### src/hdl/bpc_pkg.sv
// ----------------------------------------------------------------------------
// bpc_pkg: shared types and constants for barometric compensation
// Calibration word bundle, mid-pipeline item layout, register map and the
// output saturation limits.
// ----------------------------------------------------------------------------
package bpc_pkg;

   // Register map (word index on the configuration port)
   localparam int unsigned RegIdxW = 3;
   localparam logic [RegIdxW-1:0] RegPresSens = 3'd0;
   localparam logic [RegIdxW-1:0] RegPresOff  = 3'd1;
   localparam logic [RegIdxW-1:0] RegSensTc   = 3'd2;
   localparam logic [RegIdxW-1:0] RegOffTc    = 3'd3;
   localparam logic [RegIdxW-1:0] RegRefTemp  = 3'd4;
   localparam logic [RegIdxW-1:0] RegTempSlope = 3'd5;

   // Field widths
   localparam int unsigned RawW  = 24;
   localparam int unsigned CoefW = 16;
   localparam int unsigned TempW = 15;
   localparam int unsigned PresW = 17;
   localparam int unsigned OffW  = 36;
   localparam int unsigned SensW = 35;

   // Temperature base and output limits
   localparam logic signed [18:0] TempBase = 19'sd2000;
   localparam logic signed [18:0] TempMin  = -19'sd4000;
   localparam logic signed [18:0] TempMax  = 19'sd8500;
   localparam logic [PresW-1:0]   PresMax  = 17'h1FFFF;

   // Calibration words as held by the register block
   typedef struct packed {
      logic [CoefW-1:0] temp_slope;
      logic [CoefW-1:0] ref_temp;
      logic [CoefW-1:0] off_tc;
      logic [CoefW-1:0] sens_tc;
      logic [CoefW-1:0] pres_off;
      logic [CoefW-1:0] pres_sens;
   } cal_type;

   // Item handed from the coefficient half to the pressure half
   typedef struct packed {
      logic signed [TempW-1:0] temp;
      logic signed [OffW-1:0]  off;
      logic signed [SensW-1:0] sens;
      logic [RawW-1:0]         d1;
   } mid_type;

endpackage

### src/hdl/bpc_csr.sv
// ----------------------------------------------------------------------------
// bpc_csr: calibration register block
// Six 16-bit calibration words behind a bus port with zero wait states.
// ----------------------------------------------------------------------------
module bpc_csr (
   input  logic              clock,
   input  logic              reset,
   input  logic              csr_psel,
   input  logic              csr_penable,
   input  logic              csr_pwrite,
   input  logic [4:0]        csr_paddr,
   input  logic [31:0]       csr_pwdata,
   output logic [31:0]       csr_prdata,
   output logic              csr_pready,
   output bpc_pkg::cal_type  cal
);

   bpc_pkg::cal_type cal_ff;
   bpc_pkg::cal_type cal_in;
   logic [bpc_pkg::RegIdxW-1:0] idx;
   logic [bpc_pkg::CoefW-1:0] wdata;
   logic [bpc_pkg::CoefW-1:0] rdata;
   logic wr_en;

   assign idx        = csr_paddr[4:2];
   assign wdata      = csr_pwdata[bpc_pkg::CoefW-1:0];
   assign csr_pready = 1'b1;
   assign wr_en      = csr_psel && csr_penable && csr_pwrite;

   // Decode the write; unmapped words are dropped
   always_comb begin
      cal_in = cal_ff;
      if (wr_en) begin
         case (idx)
            bpc_pkg::RegPresSens:  cal_in.pres_sens  = wdata;
            bpc_pkg::RegPresOff:   cal_in.pres_off   = wdata;
            bpc_pkg::RegSensTc:    cal_in.sens_tc    = wdata;
            bpc_pkg::RegOffTc:     cal_in.off_tc     = wdata;
            bpc_pkg::RegRefTemp:   cal_in.ref_temp   = wdata;
            bpc_pkg::RegTempSlope: cal_in.temp_slope = wdata;
            default:               cal_in = cal_ff;
         endcase
      end
   end

   always_ff @(posedge clock) begin
      if (reset) begin
         cal_ff <= '0;
      end else begin
         cal_ff <= cal_in;
      end
   end

   // Read back the addressed word
   always_comb begin
      case (idx)
         bpc_pkg::RegPresSens:  rdata = cal_ff.pres_sens;
         bpc_pkg::RegPresOff:   rdata = cal_ff.pres_off;
         bpc_pkg::RegSensTc:    rdata = cal_ff.sens_tc;
         bpc_pkg::RegOffTc:     rdata = cal_ff.off_tc;
         bpc_pkg::RegRefTemp:   rdata = cal_ff.ref_temp;
         bpc_pkg::RegTempSlope: rdata = cal_ff.temp_slope;
         default:               rdata = '0;
      endcase
   end

   assign csr_prdata = {16'h0000, rdata};
   assign cal        = cal_ff;

`ifndef SYNTHESIS
   // Writes to unmapped words leave every calibration word alone
   a_unmapped_write: assert property (@(posedge clock) disable iff (reset)
      (wr_en && (idx > bpc_pkg::RegTempSlope)) |=> $stable(cal_ff))
      else $error("unmapped write changed calibration");
`endif

endmodule

### config.mk
export PLATFORM = sky130hd
export DESIGN_NAME = bpc_csr
export DESIGN_NICKNAME = d
export VERILOG_FILES = /design/src/hdl/bpc_pkg.sv /design/src/hdl/bpc_csr.sv
export SDC_FILE = /design/constraint.sdc
export NUM_CORES = 1
export LEC_CHECK = 0
export BUFFER_PORTS_ARGS = -buffer_cell sky130_fd_sc_hd__buf_4
export CAP_MARGIN = 15
export CELL_PAD_IN_SITES_DETAIL_PLACEMENT = 0
export CELL_PAD_IN_SITES_GLOBAL_PLACEMENT = 2
export CORE_MARGIN = 3
export CORE_UTILIZATION = 31
export CTS_BUF_LIST = sky130_fd_sc_hd__clkbuf_4 sky130_fd_sc_hd__clkbuf_8
export DETAILED_ROUTE_END_ITERATION = 6
export GPL_TIMING_DRIVEN = 0
export PLACE_DENSITY = 0.89
export RECOVER_POWER = 25
export SLEW_MARGIN = 20
export SYNTH_ARGS = -nofsm -noshare
export SYNTH_HDL_FRONTEND = slang
export SYNTH_SLANG_ARGS = --single-unit
### constraint.sdc
create_clock -name clock -period 1.46 [get_ports clock]
set_input_delay 0.073 -clock clock [delete_from_list [all_inputs] [get_ports clock]]
set_output_delay 0.073 -clock clock [all_outputs]
set_load 0.02 [all_outputs]
==> reports/metrics.yaml <==
die_h_um: 129
fin_skew_ns: 0
rows: 44
grt_antenna_before_repair: 0
worstHoldEndpoint: "cal[53]"
dp.final_hpwl_mm: 11.9
cp_max_fo: 2
cts_root_buf: "clkbuf_8"
crit_arrival_ns: 1.46
cp-end-kind: "output port"
hold_viol_final: 0
hold_path_class: "in2reg"
fin_area_um2: 6710
die_x_um: 129
drv_cap: 0
synth_cell_types: 28
yosysSeqAreaShare_pct: 40.8
drtPass1Iterations: 4
start_util_pct: 32.1
finalNetCount: 683
cts_buffers: 9
grt_setup_unrepaired: "true"
multiInputGateArea_um2: 2750
timing.final.crit_share_pct: 105
place.gp.congestion: 0.823
core_um2: 14700
period_minus_slack_ns: 1.53
antenna_cells: 0
whs_ns: 0.0882
fin_util_pct: 45.7
peakVddDrop_uv: 406
min_path_cells: 3
cts_tree: "yes"
placed_cell_area_um2: 6000
dieArea_um2: 16700
grt_pass1_vias: 4196
violations: "negative setup slack"
cts_hold_buf: 0
pin_count: 171
worst_slew_pin_slew_ns: 0.737
reg2reg_to: "cal[19]"
yosysWarningCount: 0
clk_latency_ns: 0.37
grt-ovfl-total: 0
drc: 0
worst_hold_startpoint: "csr_pwdata[5]"
power.static_leakage_nw: 3.36
grt_pass1_wl_mm: 24.8
clkTransAtPathRegs_ns: 0.10
route.vias.total: 4062
synth.avg_cell_area_um2: 10.4
ys_seq_elements: 96
critPathLaunchType: "flip-flop"
path_class: "reg2out"
finalSetupViolCount: 10
dpl.cell_count: 783
num-fill-cells: 1456
grt_util_all_layers_pct: 20.1
drtIter0Drc: 175
clock-sinks: 96
avgRoutedWirePerCell_um: 20.6
grt_max_degree: 16
largest_register_ffs: 96
syn_to_final_growth_pct: 42.4
drv_slew: 0
fmax_mhz: 654
cts_buffer_depth: 2
viasPerCell: 4.90
required_ns: 1.39
layout-drive-gt1-share_pct: 47.4
netlist_area_um2: 4710
reg2reg_depth: 3
slowest_delay_ns: 0.33
status: "complete, but fails checks"
reg2reg_from: "cal[19]"
maxSlewHeadroom_pct: 50.9
regToRegSetupSlack_ns: 0.70
fin_ws_ns: -0.0681
port_buffers: 133
stdcell_count: 829
ant_nets: 0
cp_cell_sequence: "mux2_4 -> a221oi_2 -> a21oi_1 -> buf_4"
critical_path.slowest_cell: "dfxtp_2"
htree_levels: 3
regArea_um2: 1960
syn_inst: 451
routed_wirelength_mm: 17.1
power.density_nw_per_um2: 776
[report_power, final]
group          internal (W)  switching, W
combinational      0.000255      0.000364
clock              0.000949      0.000984
sequential          0.00264     0.0000167
[per-stage QoR]
stage | setup TNS (ns) | worst slack, ns | power, W
6_report | -0.417 | -0.0681 | 0.00521
5_1_grt | -1.04 | -0.119 | 0.00536
4_1_cts | -0.640 | -0.0981 | 0.00521
3_5_place_dp | -4.39 | -0.212 | 0.00328
3_3_place_gp | -1.86 | -0.182 | 0.00327
2_1_floorplan | 0 | 0.146 | 0.00306
[layout make-up]
| type | count | share of cell area [%] |
|---|---|---|
| Buffer | 48 | 4.61 |
| Clock buffer | 9 | 1.85 |
| Clock inverter | 6 | 1.27 |
| Inverter | 1 | 0.0559 |
| Multi-Input combinational cell | 321 | 40.9 |
| Sequential cell | 96 | 29.2 |
| Tap cell | 184 | 3.43 |
| Timing Repair Buffer | 164 | 18.6 |
[kinds of logic (layout without fill, tap and decap cells)]
group	after synthesis	after routing	synth area share (%)
flops	96	96	40.8
buf+inv	49	228	6.27
mux	132	132	28.8
compound gates	44	44	6.40
other cells	2	17	0.159
simple gates	128	128	17.6
[worst max path at each step]
| stage | startpoint | end | slack, ns | cells past startpoint |
|---|---|---|---|---|
| 3_3_place_gp | csr_paddr[4] | csr_prdata[0] | -0.18 | 6 |
| 3_5_place_dp | csr_paddr[4] | csr_prdata[0] | -0.21 | 6 |
| 4_1_cts | cal[1] | csr_prdata[1] | -0.1 | 4 |
| 6_report | cal[12] | csr_prdata[12] | -0.07 | 4 |
| 5_1_grt | cal[1] | csr_prdata[1] | -0.12 | 4 |
| 2_1_floorplan | csr_paddr[3] | csr_prdata[10] | 0.15 | 5 |
[placed cells by master, fill, tap and decap left out, drive strengths merged]
master      n
a21oi       5
o21ai       9
and4b       1
clkinvlp    2
clkbuf     29
a221oi      5
nor2        2
mux2       30
buf       192
nand2b    112
mux2i     102
a2bb2oi     2
clkinv      2
and2        2
conb       17
bufinv      2
and4        1
nor3b       1
nand2       6
a22oi      21
inv         1
nor2b       2
and2b       1
o22ai       2
dfxtp      96
[critical path: cells and delay by family, from the launching register on]
family	cells	cell delay, ns
multiplexers	1	0.27
AO/OA/AOI/OAI	2	0.29
flip-flops	1	0.33
buffers and inverters	1	0.18
[what timing repair did]
item | in CTS | in global routing
buffers inserted | 25 | 6
pin swaps | 13 | 11
gates resized for setup | 79 | 36
endpoints found under the setup margin | 16 | 16
endpoints found under the hold margin | 0 | 0
[synth_stat cells]
cell,number,area share [%]
a21oi_1,5,0.53
a221oi_1,5,0.93
a22oi_1,21,3.3
a2bb2oi_1,2,0.37
and2_1,2,0.27
and2b_1,1,0.16
and4_1,1,0.19
and4b_1,1,0.21
buf_2,8,0.85
buf_4,23,3.7
buf_6,2,0.48
clkbuf_1,15,1.2
conb_1,2,0.16
dfxtp_1,96,41
inv_1,1,0.080
mux2_2,30,7.2
mux2i_1,102,22
nand2_1,1,0.080
nand2_2,2,0.27
nand2_4,3,0.72
nand2b_1,112,15
nor2_1,1,0.080
nor2_2,1,0.13
nor2b_1,1,0.13
nor2b_2,1,0.19
nor3b_2,1,0.27
o21ai_0,9,0.96
o22ai_1,2,0.27
[metal layers]
layer  wire (µm)  up-vias  part of all wire [%]  GRT usage (%)
li1            -     1913                     -              -
met1        7090     1970                    42           25.1
met2        8260      151                    48           34.0
met3        1360       28                   7.9           4.95
met4         370        0                   2.2           6.86
met5           0        -                     0              0
Note: power is estimated with default switching activity, not from simulation.
