File: config.mk
export PLATFORM = sky130hd
export DESIGN_NAME = bpc_back
export DESIGN_NICKNAME = d
export VERILOG_FILES = /design/src/hdl/bpc_pkg.sv /design/src/hdl/bpc_back.sv
export SDC_FILE = /design/constraint.sdc
export NUM_CORES = 2
export LEC_CHECK = 0
export ABC_AREA = 1
export CORE_MARGIN = 2
export CORE_UTILIZATION = 60
export CTS_BUF_LIST = sky130_fd_sc_hd__clkbuf_8
export CTS_CLUSTER_DIAMETER = 80
export DETAILED_ROUTE_END_ITERATION = 10
export DONT_BUFFER_PORTS = 1
export MAX_ROUTING_LAYER = met4
export PLACE_DENSITY_LB_ADDON = 0.08
export RECOVER_POWER = 25
export SYNTH_ARGS = -nofsm -noshare
export SYNTH_HDL_FRONTEND = slang
export SYNTH_SLANG_ARGS = --single-unit
File: constraint.sdc
create_clock -name clock -period 8.1 [get_ports clock]
set_input_delay 0.405 -clock clock [delete_from_list [all_inputs] [get_ports clock]]
set_output_delay 0.405 -clock clock [all_outputs]
set_load 0.05 [all_outputs]
File: src/hdl/bpc_pkg.sv
// ----------------------------------------------------------------------------
// bpc_pkg: shared types and constants for barometric compensation
// Calibration word bundle, mid-pipeline item layout, register map and the
// output saturation limits.
// ----------------------------------------------------------------------------
package bpc_pkg;

   // Register map (word index on the configuration port)
   localparam int unsigned RegIdxW = 3;
   localparam logic [RegIdxW-1:0] RegPresSens = 3'd0;
   localparam logic [RegIdxW-1:0] RegPresOff  = 3'd1;
   localparam logic [RegIdxW-1:0] RegSensTc   = 3'd2;
   localparam logic [RegIdxW-1:0] RegOffTc    = 3'd3;
   localparam logic [RegIdxW-1:0] RegRefTemp  = 3'd4;
   localparam logic [RegIdxW-1:0] RegTempSlope = 3'd5;

   // Field widths
   localparam int unsigned RawW  = 24;
   localparam int unsigned CoefW = 16;
   localparam int unsigned TempW = 15;
   localparam int unsigned PresW = 17;
   localparam int unsigned OffW  = 36;
   localparam int unsigned SensW = 35;

   // Temperature base and output limits
   localparam logic signed [18:0] TempBase = 19'sd2000;
   localparam logic signed [18:0] TempMin  = -19'sd4000;
   localparam logic signed [18:0] TempMax  = 19'sd8500;
   localparam logic [PresW-1:0]   PresMax  = 17'h1FFFF;

   // Calibration words as held by the register block
   typedef struct packed {
      logic [CoefW-1:0] temp_slope;
      logic [CoefW-1:0] ref_temp;
      logic [CoefW-1:0] off_tc;
      logic [CoefW-1:0] sens_tc;
      logic [CoefW-1:0] pres_off;
      logic [CoefW-1:0] pres_sens;
   } cal_type;

   // Item handed from the coefficient half to the pressure half
   typedef struct packed {
      logic signed [TempW-1:0] temp;
      logic signed [OffW-1:0]  off;
      logic signed [SensW-1:0] sens;
      logic [RawW-1:0]         d1;
   } mid_type;

endpackage

File: src/hdl/bpc_back.sv
// ----------------------------------------------------------------------------
// bpc_back: pressure stages
// Stage 4 forms two partial products of D1 and SENS, stage 5 joins them,
// stage 6 removes the offset, scales and clamps the pressure.
// ----------------------------------------------------------------------------
module bpc_back (
   input  logic                          clock,
   input  logic                          reset,
   input  logic                          in_valid,
   output logic                          in_ready,
   input  bpc_pkg::mid_type              in_item,
   output logic                          out_valid,
   input  logic                          out_ready,
   output logic signed [bpc_pkg::TempW-1:0] out_temp,
   output logic [bpc_pkg::PresW-1:0]     out_pres
);

   // Stage 4
   logic                             v4_ff;
   logic [41:0]                      plo_ff, plo_in;
   logic signed [40:0]               phi_ff, phi_in;
   logic signed [bpc_pkg::OffW-1:0]  off_s4_ff;
   logic signed [bpc_pkg::TempW-1:0] temp_s4_ff;
   // Stage 5
   logic                             v5_ff;
   logic signed [58:0]               full_ff, full_in;
   logic signed [bpc_pkg::OffW-1:0]  off_s5_ff;
   logic signed [bpc_pkg::TempW-1:0] temp_s5_ff;
   // Stage 6
   logic                             v6_ff;
   logic signed [38:0]               diff_in;
   logic [bpc_pkg::PresW-1:0]        pres_ff, pres_in;
   logic signed [bpc_pkg::TempW-1:0] temp_ff;

   logic adv4, adv5, adv6;

   assign adv6     = !v6_ff || out_ready;
   assign adv5     = !v5_ff || adv6;
   assign adv4     = !v4_ff || adv5;
   assign in_ready = adv4;

   // Split SENS into a low unsigned and a high signed slice
   assign plo_in = in_item.d1 * in_item.sens[17:0];
   assign phi_in = $signed({1'b0, in_item.d1}) * $signed(in_item.sens[34:18]);

   // Rejoin the slices into D1 * SENS
   assign full_in = $signed({phi_ff, 18'h00000}) + $signed({17'h00000, plo_ff});

   // (D1*SENS/2^21 - OFF) / 2^15 with clamp
   always_comb begin
      diff_in = $signed({full_ff[58], full_ff[58:21]})
              - $signed({{3{off_s5_ff[bpc_pkg::OffW-1]}}, off_s5_ff});
      if (diff_in[38]) begin
         pres_in = '0;
      end else if (|diff_in[37:32]) begin
         pres_in = bpc_pkg::PresMax;
      end else begin
         pres_in = diff_in[31:15];
      end
   end

   // Advance valid bits
   always_ff @(posedge clock) begin
      if (reset) begin
         v4_ff <= 1'b0;
         v5_ff <= 1'b0;
         v6_ff <= 1'b0;
      end else begin
         if (adv4) begin
            v4_ff <= in_valid;
         end
         if (adv5) begin
            v5_ff <= v4_ff;
         end
         if (adv6) begin
            v6_ff <= v5_ff;
         end
      end
   end

   // Advance payload
   always_ff @(posedge clock) begin
      if (adv4 && in_valid) begin
         plo_ff     <= plo_in;
         phi_ff     <= phi_in;
         off_s4_ff  <= in_item.off;
         temp_s4_ff <= in_item.temp;
      end
      if (adv5 && v4_ff) begin
         full_ff    <= full_in;
         off_s5_ff  <= off_s4_ff;
         temp_s5_ff <= temp_s4_ff;
      end
      if (adv6 && v5_ff) begin
         pres_ff <= pres_in;
         temp_ff <= temp_s5_ff;
      end
   end

   assign out_valid = v6_ff;
   assign out_temp  = temp_ff;
   assign out_pres  = pres_ff;

`ifndef SYNTHESIS
   // A negative pressure difference clamps to zero
   a_pres_floor: assert property (@(posedge clock) disable iff (reset)
      (v5_ff && adv6 && diff_in[38]) |=> (pres_ff == '0))
      else $error("negative pressure not clamped");

   // A stalled result is held, not dropped or replaced
   a_out_hold: assert property (@(posedge clock) disable iff (reset)
      (v6_ff && !out_ready) |=> (v6_ff && $stable(pres_ff) && $stable(temp_ff)))
      else $error("stalled result changed");

   // An item in the join stage moves on whenever the output stage is free
   a_join_moves: assert property (@(posedge clock) disable iff (reset)
      (v5_ff && !v6_ff) |=> v6_ff)
      else $error("join stage item did not advance");
`endif

endmodule

==> flow_summary_export.csv <==
group,metric,value,unit
logic_synthesis,avgSynthCellArea,8.20,µm²
logic_synthesis,synthCells,4878,
logic_synthesis,yosysTopAreaCellShare,0.340,
clock_network,clkTransAtPathRegs,0.07,ns
logic_synthesis,synth_nets,5981,
setup_path,critPathMaxFanout,25,
detailed_routing,wl,102,mm
clock_network,htreeDepth,2,
logic_synthesis,synth_seq_cells,240,
layout,fin_nets,5902,
layout,final_layout_size_suffix_gt1_frac,0.0247,
timing,slew_violations,0,
placement,place_area,0.0404,mm²
outcome,status,"finished, violations left",
die,core-area,0.0659,mm²
global_route,antenna_found_initial,1,
timing,hold_viol_final,0,
global_route,grt_max_degree,79,
timing,worstMarginPinSlew,1.04,ns
layout,multi_input_comb_area,0.0268,mm²
timing,fin_crit,5.47,ns
logic_synthesis,ys.flop_type,"edfxtp_1",
logic_synthesis,synth_top_area_cell,"fa_1",
setup_path,worstSetupPathType,"in -> reg",
flow_run,drv_cap,0,
detailed_routing,drtAntennaViolNets,0,
layout,regArea,0.00718,mm²
die,rows,94,
logic_synthesis,synth-edff-count,237,
logic_synthesis,synth.area.top_cells,"fa_1 (34%), edfxtp_1 (18%), inv_1 (13%), nand2_1 (12%), ha_1 (9.7%)",
layout,nFillCells,5829,
logic_synthesis,synth_commonest_cells,"inv_1 (1415), nand2_1 (1246), fa_1 (679)",
clock_network,cts_resized,0,
placement,numPortBuffers,0,
layout,fin_area,0.0416,mm²
logic_synthesis,syn-cell-area,0.0400,mm²
clock_network,clk_latency,0.55,ns
logic_synthesis,async_flop_share,0,
die,die_w,262,µm
die,die_y,262,µm
logic_synthesis,yosysUniqueCellTypes,49,
min_path,hold_class,"in -> reg",
placement,dp_hpwl,79.1,mm
die,initial_core_util,0.607,
setup_path,cp.arrival,5.76,ns
clock_network,cts_tree,"built",
layout,postLayoutCoreUtil,0.632,
timing,relSlewSlack,0.305,
detailed_routing,vias_per_cell,5.29,
global_route,gr-total-overflow,0,
clock_network,numCtsBuffers,35,
timing,skew,0.0390,ns
setup_path,cp-end-kind,"register",
die,die_area,0.0688,mm²
clock_network,cts_sinks,240,
clock_network,clockRootBuffer,"clkbuf_8",
detailed_routing,first_pass_iters,10,
timing,max_freq,183,MHz
timing,finalSetupTns,0,ns
global_route,grt_pass1_vias,31400,
logic_synthesis,yosysWarnings,0,
detailed_routing,drt-initial-drc-count,2296,
detailed_routing,drc_errors,1,
logic_synthesis,seq_area_frac_synth,0.179,
setup_path,crit_required,8.39,ns
setup_path,startpoint_type,"input pin",
timing,setup_viol,0,
detailed_routing,vias,30100,
die,io_pins,148,
outcome,violations,"DRC",
placement,finalWeightedCongestion,0.943,
timing,rsz0062_at_grt,"false",
clock_network,clockBufferDepth,3,
detailed_routing,wl_per_cell,18.0,µm
logic_synthesis,synth_most_common_cell,"inv_1",
global_route,grt_use_total,0.317,
layout,area_growth,4.07,%
timing,fin_crit_sh,0.676,
global_route,grt_pass1_wl,168,mm
[worst max-delay path, stage by stage]
cell and delay [ns]:
inv_1 0.66, or2_2 0.25, fa_1 0.43, fa_1 0.49, inv_1 0.05, fa_1 0.49
fa_1 0.43, fa_1 0.49, inv_1 0.05, fa_1 0.48, inv_1 0.04, ha_1 0.33
a21oi_1 0.19, inv_1 0.06, a21oi_1 0.16, inv_1 0.06, a21oi_1 0.27, o21ai_1 0.14
nand2_1 0.09, nand2_1 0.06, xor2_1 0.14
[placed cells by master (no fill, tap or decap), types with 4 or more instances in the layout]
cell type      netlist  layout
nand3b_1             4       4
xnor2_1             46      46
edfxtp_1           237     237
nor2_2               4       4
nand2_1           1246    1246
a21o_1              12      12
nor2_1             207     207
a21boi_0             4       4
o2111ai_1            4       4
xor2_1              57      57
ha_1               310     310
clkinv_2             0      11
a31oi_1             18      18
inv_1             1415    1416
nand3_2             10      10
nand2_2             15      15
nand4_1             30      30
o21ai_0             75      75
nor2_4               4       4
a21oi_1            167     166
clkbuf_8             0      35
nor4_1              10      10
nand2_4              5       5
o211ai_1             5       5
fa_1               679     679
or2_2               11      11
and3_1               4       4
clkinv_1             0       6
nand3_1             49      49
nor3_1              26      26
o21bai_1            15      15
o21ai_1              4       4
o21a_1               9       9
dlygate4sd3_1        0      52
[metal layers]
metal	up-vias	track usage	wire length [µm]	share of wire
met3	189	0.0523	8840	0.086
met5	-	-	0	0
li1	14100	-	-	-
met1	14500	0.434	44100	0.43
met2	1309	0.492	46500	0.45
met4	0	0.0857	2980	0.029
[cell families after synthesis]
kind of cell	share of synthesized area
DFF	0.179
buffers and inverters	0.150
xor gates and xnor gates	0.0226
AOI/OAI and AO/OA	0.0464
adders and majority gates	0.437
and+or+nand+nor	0.165
[sequential cells by signal, indices dropped and copies added, names as in the netlist]
name and cells:
phi_ff 41, full_ff 38, off_s4_ff 36, off_s5_ff 36
plo_ff 24, out_pres 17, out_temp 15, temp_s4_ff 15
temp_s5_ff 15, out_valid 1, v4_ff 1, v5_ff 1
[area by class of cell]
class                      instances  share of cell area
clock buffer                      35              0.0116
antenna                            1           0.0000601
clock inverter                    26             0.00448
sequential                       240               0.172
multi-input combinational       3050               0.645
tap                              864              0.0260
inverter                        1418               0.128
timing repair buffer              54              0.0129
[repair_timing]
action / CTS / global route
endpoints found under the hold margin: 54 / 0
buffers inserted: 0 / 0
hold buffers: 52 / 0
[stage by stage]
step / setup WS (ns) / instances / hold WS, ns
floorplan: 2.31 / 4878 / 0.400
global placement: 2.19 / 5574 / 0.400
detailed placement: 2.13 / 5574 / 0.405
CTS: 2.70 / 5687 / 0.0486
global route: 2.32 / 5688 / 0.0821
finish: 2.63 / 5688 / 0.0859
[path summary, 6_finish.rpt]
check,start,to,slack [ns],cells after the start
worst max-delay path,in_item[58],phi_ff[29],2.63,21
worst min-delay path,in_valid,v4_ff,0.09,2
worst max register to register,out_valid,plo_ff[23],4.98,6
worst min register to register,temp_s4_ff[3],temp_s5_ff[3],0.42,0
Power is not shown: default switching activity piles up to over one toggle a cycle in this logic, so the estimate is an artifact.
