--- src/hdl/bpc_pkg.sv ---
// ----------------------------------------------------------------------------
// bpc_pkg: shared types and constants for barometric compensation
// Calibration word bundle, mid-pipeline item layout, register map and the
// output saturation limits.
// ----------------------------------------------------------------------------
package bpc_pkg;

   // Register map (word index on the configuration port)
   localparam int unsigned RegIdxW = 3;
   localparam logic [RegIdxW-1:0] RegPresSens = 3'd0;
   localparam logic [RegIdxW-1:0] RegPresOff  = 3'd1;
   localparam logic [RegIdxW-1:0] RegSensTc   = 3'd2;
   localparam logic [RegIdxW-1:0] RegOffTc    = 3'd3;
   localparam logic [RegIdxW-1:0] RegRefTemp  = 3'd4;
   localparam logic [RegIdxW-1:0] RegTempSlope = 3'd5;

   // Field widths
   localparam int unsigned RawW  = 24;
   localparam int unsigned CoefW = 16;
   localparam int unsigned TempW = 15;
   localparam int unsigned PresW = 17;
   localparam int unsigned OffW  = 36;
   localparam int unsigned SensW = 35;

   // Temperature base and output limits
   localparam logic signed [18:0] TempBase = 19'sd2000;
   localparam logic signed [18:0] TempMin  = -19'sd4000;
   localparam logic signed [18:0] TempMax  = 19'sd8500;
   localparam logic [PresW-1:0]   PresMax  = 17'h1FFFF;

   // Calibration words as held by the register block
   typedef struct packed {
      logic [CoefW-1:0] temp_slope;
      logic [CoefW-1:0] ref_temp;
      logic [CoefW-1:0] off_tc;
      logic [CoefW-1:0] sens_tc;
      logic [CoefW-1:0] pres_off;
      logic [CoefW-1:0] pres_sens;
   } cal_type;

   // Item handed from the coefficient half to the pressure half
   typedef struct packed {
      logic signed [TempW-1:0] temp;
      logic signed [OffW-1:0]  off;
      logic signed [SensW-1:0] sens;
      logic [RawW-1:0]         d1;
   } mid_type;

endpackage

--- src/hdl/bpc_front.sv ---
// ----------------------------------------------------------------------------
// bpc_front: temperature and coefficient stages
// Stage 1 forms dT, stage 2 the three dT products, stage 3 the saturated
// temperature together with the offset and sensitivity terms.
// ----------------------------------------------------------------------------
module bpc_front (
   input  logic                        clock,
   input  logic                        reset,
   input  bpc_pkg::cal_type            cal,
   input  logic                        in_valid,
   output logic                        in_ready,
   input  logic [bpc_pkg::RawW-1:0]    in_d1,
   input  logic [bpc_pkg::RawW-1:0]    in_d2,
   output logic                        out_valid,
   input  logic                        out_ready,
   output bpc_pkg::mid_type            out_item
);

   // Stage 1
   logic                     v1_ff;
   logic [bpc_pkg::RawW-1:0] d1_s1_ff;
   logic signed [24:0]       dt_ff;
   logic signed [24:0]       dt_in;
   // Stage 2
   logic                     v2_ff;
   logic [bpc_pkg::RawW-1:0] d1_s2_ff;
   logic signed [40:0]       pt_ff, po_ff, ps_ff;
   logic signed [40:0]       pt_in, po_in, ps_in;
   // Stage 3
   logic                     v3_ff;
   bpc_pkg::mid_type         item_ff;
   bpc_pkg::mid_type         item_in;
   logic signed [18:0]       temp_w;

   logic adv1, adv2, adv3;

   // A stage advances when it is empty or its successor takes its item
   assign adv3     = !v3_ff || out_ready;
   assign adv2     = !v2_ff || adv3;
   assign adv1     = !v1_ff || adv2;
   assign in_ready = adv1;

   // dT = D2 - C5 * 256
   assign dt_in = $signed({1'b0, in_d2}) - $signed({1'b0, cal.ref_temp, 8'h00});

   // dT times C6, C4 and C3
   assign pt_in = dt_ff * $signed({1'b0, cal.temp_slope});
   assign po_in = dt_ff * $signed({1'b0, cal.off_tc});
   assign ps_in = dt_ff * $signed({1'b0, cal.sens_tc});

   // Temperature with clamp, offset and sensitivity sums
   always_comb begin
      temp_w = $signed({pt_ff[40], pt_ff[40:23]}) + bpc_pkg::TempBase;
      item_in.d1 = d1_s2_ff;
      if (temp_w < bpc_pkg::TempMin) begin
         item_in.temp = bpc_pkg::TempMin[14:0];
      end else if (temp_w > bpc_pkg::TempMax) begin
         item_in.temp = bpc_pkg::TempMax[14:0];
      end else begin
         item_in.temp = temp_w[14:0];
      end
      item_in.off  = $signed({3'b000, cal.pres_off, 17'h00000})
                   + $signed({po_ff[40], po_ff[40:6]});
      item_in.sens = $signed({3'b000, cal.pres_sens, 16'h0000})
                   + $signed({ps_ff[40], ps_ff[40:7]});
   end

   // Advance valid bits
   always_ff @(posedge clock) begin
      if (reset) begin
         v1_ff <= 1'b0;
         v2_ff <= 1'b0;
         v3_ff <= 1'b0;
      end else begin
         if (adv1) begin
            v1_ff <= in_valid;
         end
         if (adv2) begin
            v2_ff <= v1_ff;
         end
         if (adv3) begin
            v3_ff <= v2_ff;
         end
      end
   end

   // Advance payload
   always_ff @(posedge clock) begin
      if (adv1 && in_valid) begin
         d1_s1_ff <= in_d1;
         dt_ff    <= dt_in;
      end
      if (adv2 && v1_ff) begin
         d1_s2_ff <= d1_s1_ff;
         pt_ff    <= pt_in;
         po_ff    <= po_in;
         ps_ff    <= ps_in;
      end
      if (adv3 && v2_ff) begin
         item_ff <= item_in;
      end
   end

   assign out_valid = v3_ff;
   assign out_item  = item_ff;

`ifndef SYNTHESIS
   // Temperature leaving this half is always inside its clamp range
   a_temp_range: assert property (@(posedge clock) disable iff (reset)
      v3_ff |-> (item_ff.temp >= -15'sd4000 && item_ff.temp <= 15'sd8500))
      else $error("temperature outside clamp range");
`endif

endmodule

--- config.mk ---
export PLATFORM = sky130hd
export DESIGN_NAME = bpc_front
export DESIGN_NICKNAME = d
export VERILOG_FILES = /design/src/hdl/bpc_pkg.sv /design/src/hdl/bpc_front.sv
export SDC_FILE = /design/constraint.sdc
export NUM_CORES = 2
export LEC_CHECK = 0
export BUFFER_PORTS_ARGS = -buffer_cell sky130_fd_sc_hd__buf_4
export CAP_MARGIN = 15
export CORE_ASPECT_RATIO = 1.4
export CORE_MARGIN = 5
export CORE_UTILIZATION = 45
export CTS_CLUSTER_SIZE = 24
export DETAILED_ROUTE_END_ITERATION = 16
export PLACE_DENSITY = 0.59
export REMOVE_ABC_BUFFERS = 1
export SETUP_SLACK_MARGIN = 0.2
export SLEW_MARGIN = 0
export SYNTH_ARGS = -nofsm -noshare
export SYNTH_HDL_FRONTEND = slang
export SYNTH_SLANG_ARGS = --single-unit
--- constraint.sdc ---
create_clock -name clock -period 26.1 [get_ports clock]
set_input_delay 1.305 -clock clock [delete_from_list [all_inputs] [get_ports clock]]
set_output_delay 1.305 -clock clock [all_outputs]
set_load 0.03 [all_outputs]
==> results.yml <==
synth:
  yosysSeqAreaShare_pct: 15.8
  synth_ff_type: "edfxtp_1"
  yosys_warnings: 0
  async_flop_share_pct: 0
  avgSynthCellArea_um2: 9.74
  netlist_area_um2: 51800
  ys_types: 61
  ys_ff_latch: 273
  synth_edf_count: 270
  synth_cells: 5318
layout:
  drive_gt1_share_pct: 6.52
  fin_area_um2: 56000
  syn_to_final_growth_pct: 8.13
  nNetsFinal: 7055
  fillCellCount: 10800
clock_tree:
  clock_sinks: 273
  numCtsBuffers: 31
  cts_setup_buffers: 0
  clk_pin_slew_worst_paths_ns: 0.08
  ctsResizeCount: 0
  clock_path_buffers: 3
  postCtsHoldBufs: 0
  clock_latency_ns: 0.65
  cts_root_buffer: "clkbuf_16"
  cts_tree: "yes"
  htree_levels: 1
global_routing:
  grt_pass1_wl_mm: 213
  grt_max_degree: 80
  grt_pass1_vias: 40000
  globalRouteOverflowTotal: 0
  antenna_found_initial: 10
  track_usage_pct: 22.1
critical_path:
  setup.worst_path.end_class: "flop"
  cp-start-kind: "flop"
  arrival_ns: 8.00
  cp_max_fo: 32
  ff2ff_path_depth: 22
  r2r-start: "dt_ff[22]$_DFFE_PP_"
  cp-startpoint: "dt_ff[22]$_DFFE_PP_"
  critical_path_required_ns: 26.50
  worstSetupPathType: "flop to flop"
timing:
  hold_viol: 0
  relSlewSlack_pct: 28.0
  timing.final.crit_share_pct: 29.1
  finalClockSkew_ns: 0.0257
  slew_viol_final: 0
  tns_ns: 0
  post-route-min-period_ns: 7.60
  tightest_slew_ns: 1.08
  setup_viol: 0
  holdWs_ns: 0.408
  clock.fmax_mhz: 132
  rsz0062_at_grt: "false"
floorplanning:
  dieArea_um2: 122000
  rows: 147
  die_h_um: 411
  design.core.area_um2: 115000
  start_util_pct: 45.2
  die_x_um: 297
  ios: 260
drt:
  first_pass_iters: 5
  detail_route.vias_per_cell: 5.03
  ant_nets: 0
  drc: 0
  drt_iter0_markers: 1642
  routedWlPerCell_um: 18.7
  drt_wl_total_mm: 130
  vias: 34900
placement:
  dp.final_hpwl_mm: 96.5
  placed_area_um2: 55000
  io_buffers: 259
  gp_congestion: 0.844
flow_run:
  cap_violations: 0
min_path:
  hold_path_depth: 0
  worstHoldPathType: "flop to flop"
  min_from: "po_ff[16]$_DFFE_PP_"
status:
  status: "complete, no violations"
cells in the final DEF, fill, tap and decap left out, types with 17 or more instances in the layout:
| cell type | Yosys | layout |
|---|---|---|
| fa_1 | 1155 | 1155 |
| inv_1 | 1415 | 1415 |
| nor3_1 | 32 | 32 |
| and2_1 | 469 | 469 |
| a21oi_1 | 77 | 77 |
| nand2_1 | 779 | 779 |
| nand3_1 | 21 | 21 |
| o21ai_0 | 37 | 37 |
| edfxtp_1 | 270 | 270 |
| o21a_1 | 22 | 22 |
| xnor2_1 | 104 | 104 |
| nor2_1 | 105 | 105 |
| clkbuf_16 | 0 | 31 |
| nor2b_1 | 20 | 19 |
| buf_4 | 0 | 294 |
| o21ai_1 | 17 | 17 |
| ha_1 | 344 | 344 |
| xor2_1 | 44 | 44 |
| a21o_1 | 27 | 27 |
synth_stat cells (2+ instances only):
| cell type | number | area [µm²] |
|---|---|---|
| a2111oi_0 | 2 | 17.5 |
| a211o_1 | 2 | 17.5 |
| a211oi_1 | 15 | 113 |
| a21boi_0 | 9 | 67.6 |
| a21boi_1 | 2 | 15.0 |
| a21o_1 | 27 | 203 |
| a21oi_1 | 77 | 385 |
| a21oi_2 | 3 | 26.3 |
| a31oi_1 | 8 | 50.1 |
| a31oi_2 | 2 | 25.0 |
| and2_1 | 469 | 2930 |
| and3_1 | 11 | 68.8 |
| and4_1 | 3 | 26.3 |
| clkbuf_1 | 235 | 882 |
| dfxtp_1 | 3 | 60.1 |
| edfxtp_1 | 270 | 8110 |
| fa_1 | 1155 | 23100 |
| ha_1 | 344 | 4300 |
| inv_1 | 1415 | 5310 |
| nand2_1 | 779 | 2920 |
| nand2b_1 | 6 | 37.5 |
| nand3_1 | 21 | 105 |
| nand4_1 | 12 | 75.1 |
| nor2_1 | 105 | 394 |
| nor2b_1 | 20 | 125 |
| nor3_1 | 32 | 160 |
| nor3b_1 | 3 | 22.5 |
| nor4_1 | 2 | 12.5 |
| o211ai_1 | 5 | 37.5 |
| o21a_1 | 22 | 165 |
| o21ai_0 | 37 | 185 |
| o21ai_1 | 17 | 85.1 |
| o21bai_1 | 13 | 97.6 |
| o22ai_1 | 2 | 12.5 |
| o31a_1 | 2 | 17.5 |
| o31ai_1 | 6 | 45.0 |
| o32ai_1 | 2 | 17.5 |
| o41ai_1 | 4 | 35.0 |
| or3_1 | 8 | 50.1 |
| xnor2_1 | 104 | 911 |
| xor2_1 | 44 | 385 |
final cells by class:
| class | count | area [µm²] | share of cell area (%) |
|---|---|---|---|
| clock buffers | 32 | 779 | 1.39 |
| repair buffers | 295 | 2230 | 3.99 |
| diodes | 5 | 12.5 | 0.0223 |
| multi-input cells | 3392 | 37500 | 66.9 |
| clock inverters | 25 | 184 | 0.328 |
| inverters | 1415 | 5310 | 9.48 |
| flip-flops and latches | 273 | 8170 | 14.6 |
| well taps | 1490 | 1860 | 3.33 |
stage by stage:
step	utilization, %	instances	setup slack, ns
finish	48.9	6927	18.50
global route	48.9	6923	18.05
CTS	48.9	6921	18.25
detailed placement	48.0	6864	18.11
floorplan	-	5080	15.92
global placement	48.0	6864	18.16
logic make-up (layout without fill, tap and decap cells):
family	Yosys count	count (layout)	synth area share [%]
xor gates and xnor gates	148	148	2.50
DFF	273	273	15.8
adders and majority gates	1499	1499	52.9
AOI/OAI and AO/OA	267	267	3.31
other	0	5	0
buffers and inverters	1653	1767	12.0
muxes	1	1	0.0193
and+or+nand+nor	1477	1477	13.5
per-layer routing:
metal  track usage [%]  vias up  share of wire [%]
met3              2.83      266                5.1
met2              41.0      859                 53
li1                  -    15700                  -
met5                 0        -              0.024
met1              26.0    18100                 38
met4              8.43        4                4.3
worst max-delay path, stage by stage, from the launching register on:
cell	delay, ns
edfxtp_1	0.82
buf_4	0.57
nand2_1	0.15
fa_1	0.53
fa_1	0.53
fa_1	0.52
inv_1	0.06
fa_1	0.50
fa_1	0.50
inv_1	0.05
fa_1	0.48
inv_1	0.05
ha_1	0.35
a21o_1	0.15
a21o_1	0.11
a21o_1	0.18
o21ai_0	0.12
a31oi_1	0.48
a21oi_1	0.30
o31ai_1	0.53
o21a_1	0.20
nor2_1	0.05
xnor2_1	0.11
registers in the layout, indices dropped and copies added (netlist names):
name	count
v1_ff	1
d1_s1_ff	24
pt_ff	18
out_item	110
po_ff	35
ps_ff	34
out_valid	1
d1_s2_ff	24
dt_ff	25
v2_ff	1
path summary, 6_finish.rpt:
| check | to | slack, ns |
|---|---|---|
| worst max-delay path | po_ff[39]$_DFFE_PP_ | 18.50 |
| worst min-delay path | out_item[69]$_DFFE_PP_ | 0.41 |
| worst max register to register | po_ff[39]$_DFFE_PP_ | 18.50 |
| worst min register to register | out_item[69]$_DFFE_PP_ | 0.41 |
Power is not shown: default switching activity piles up to over one toggle a cycle in this logic, so the estimate is an artifact.
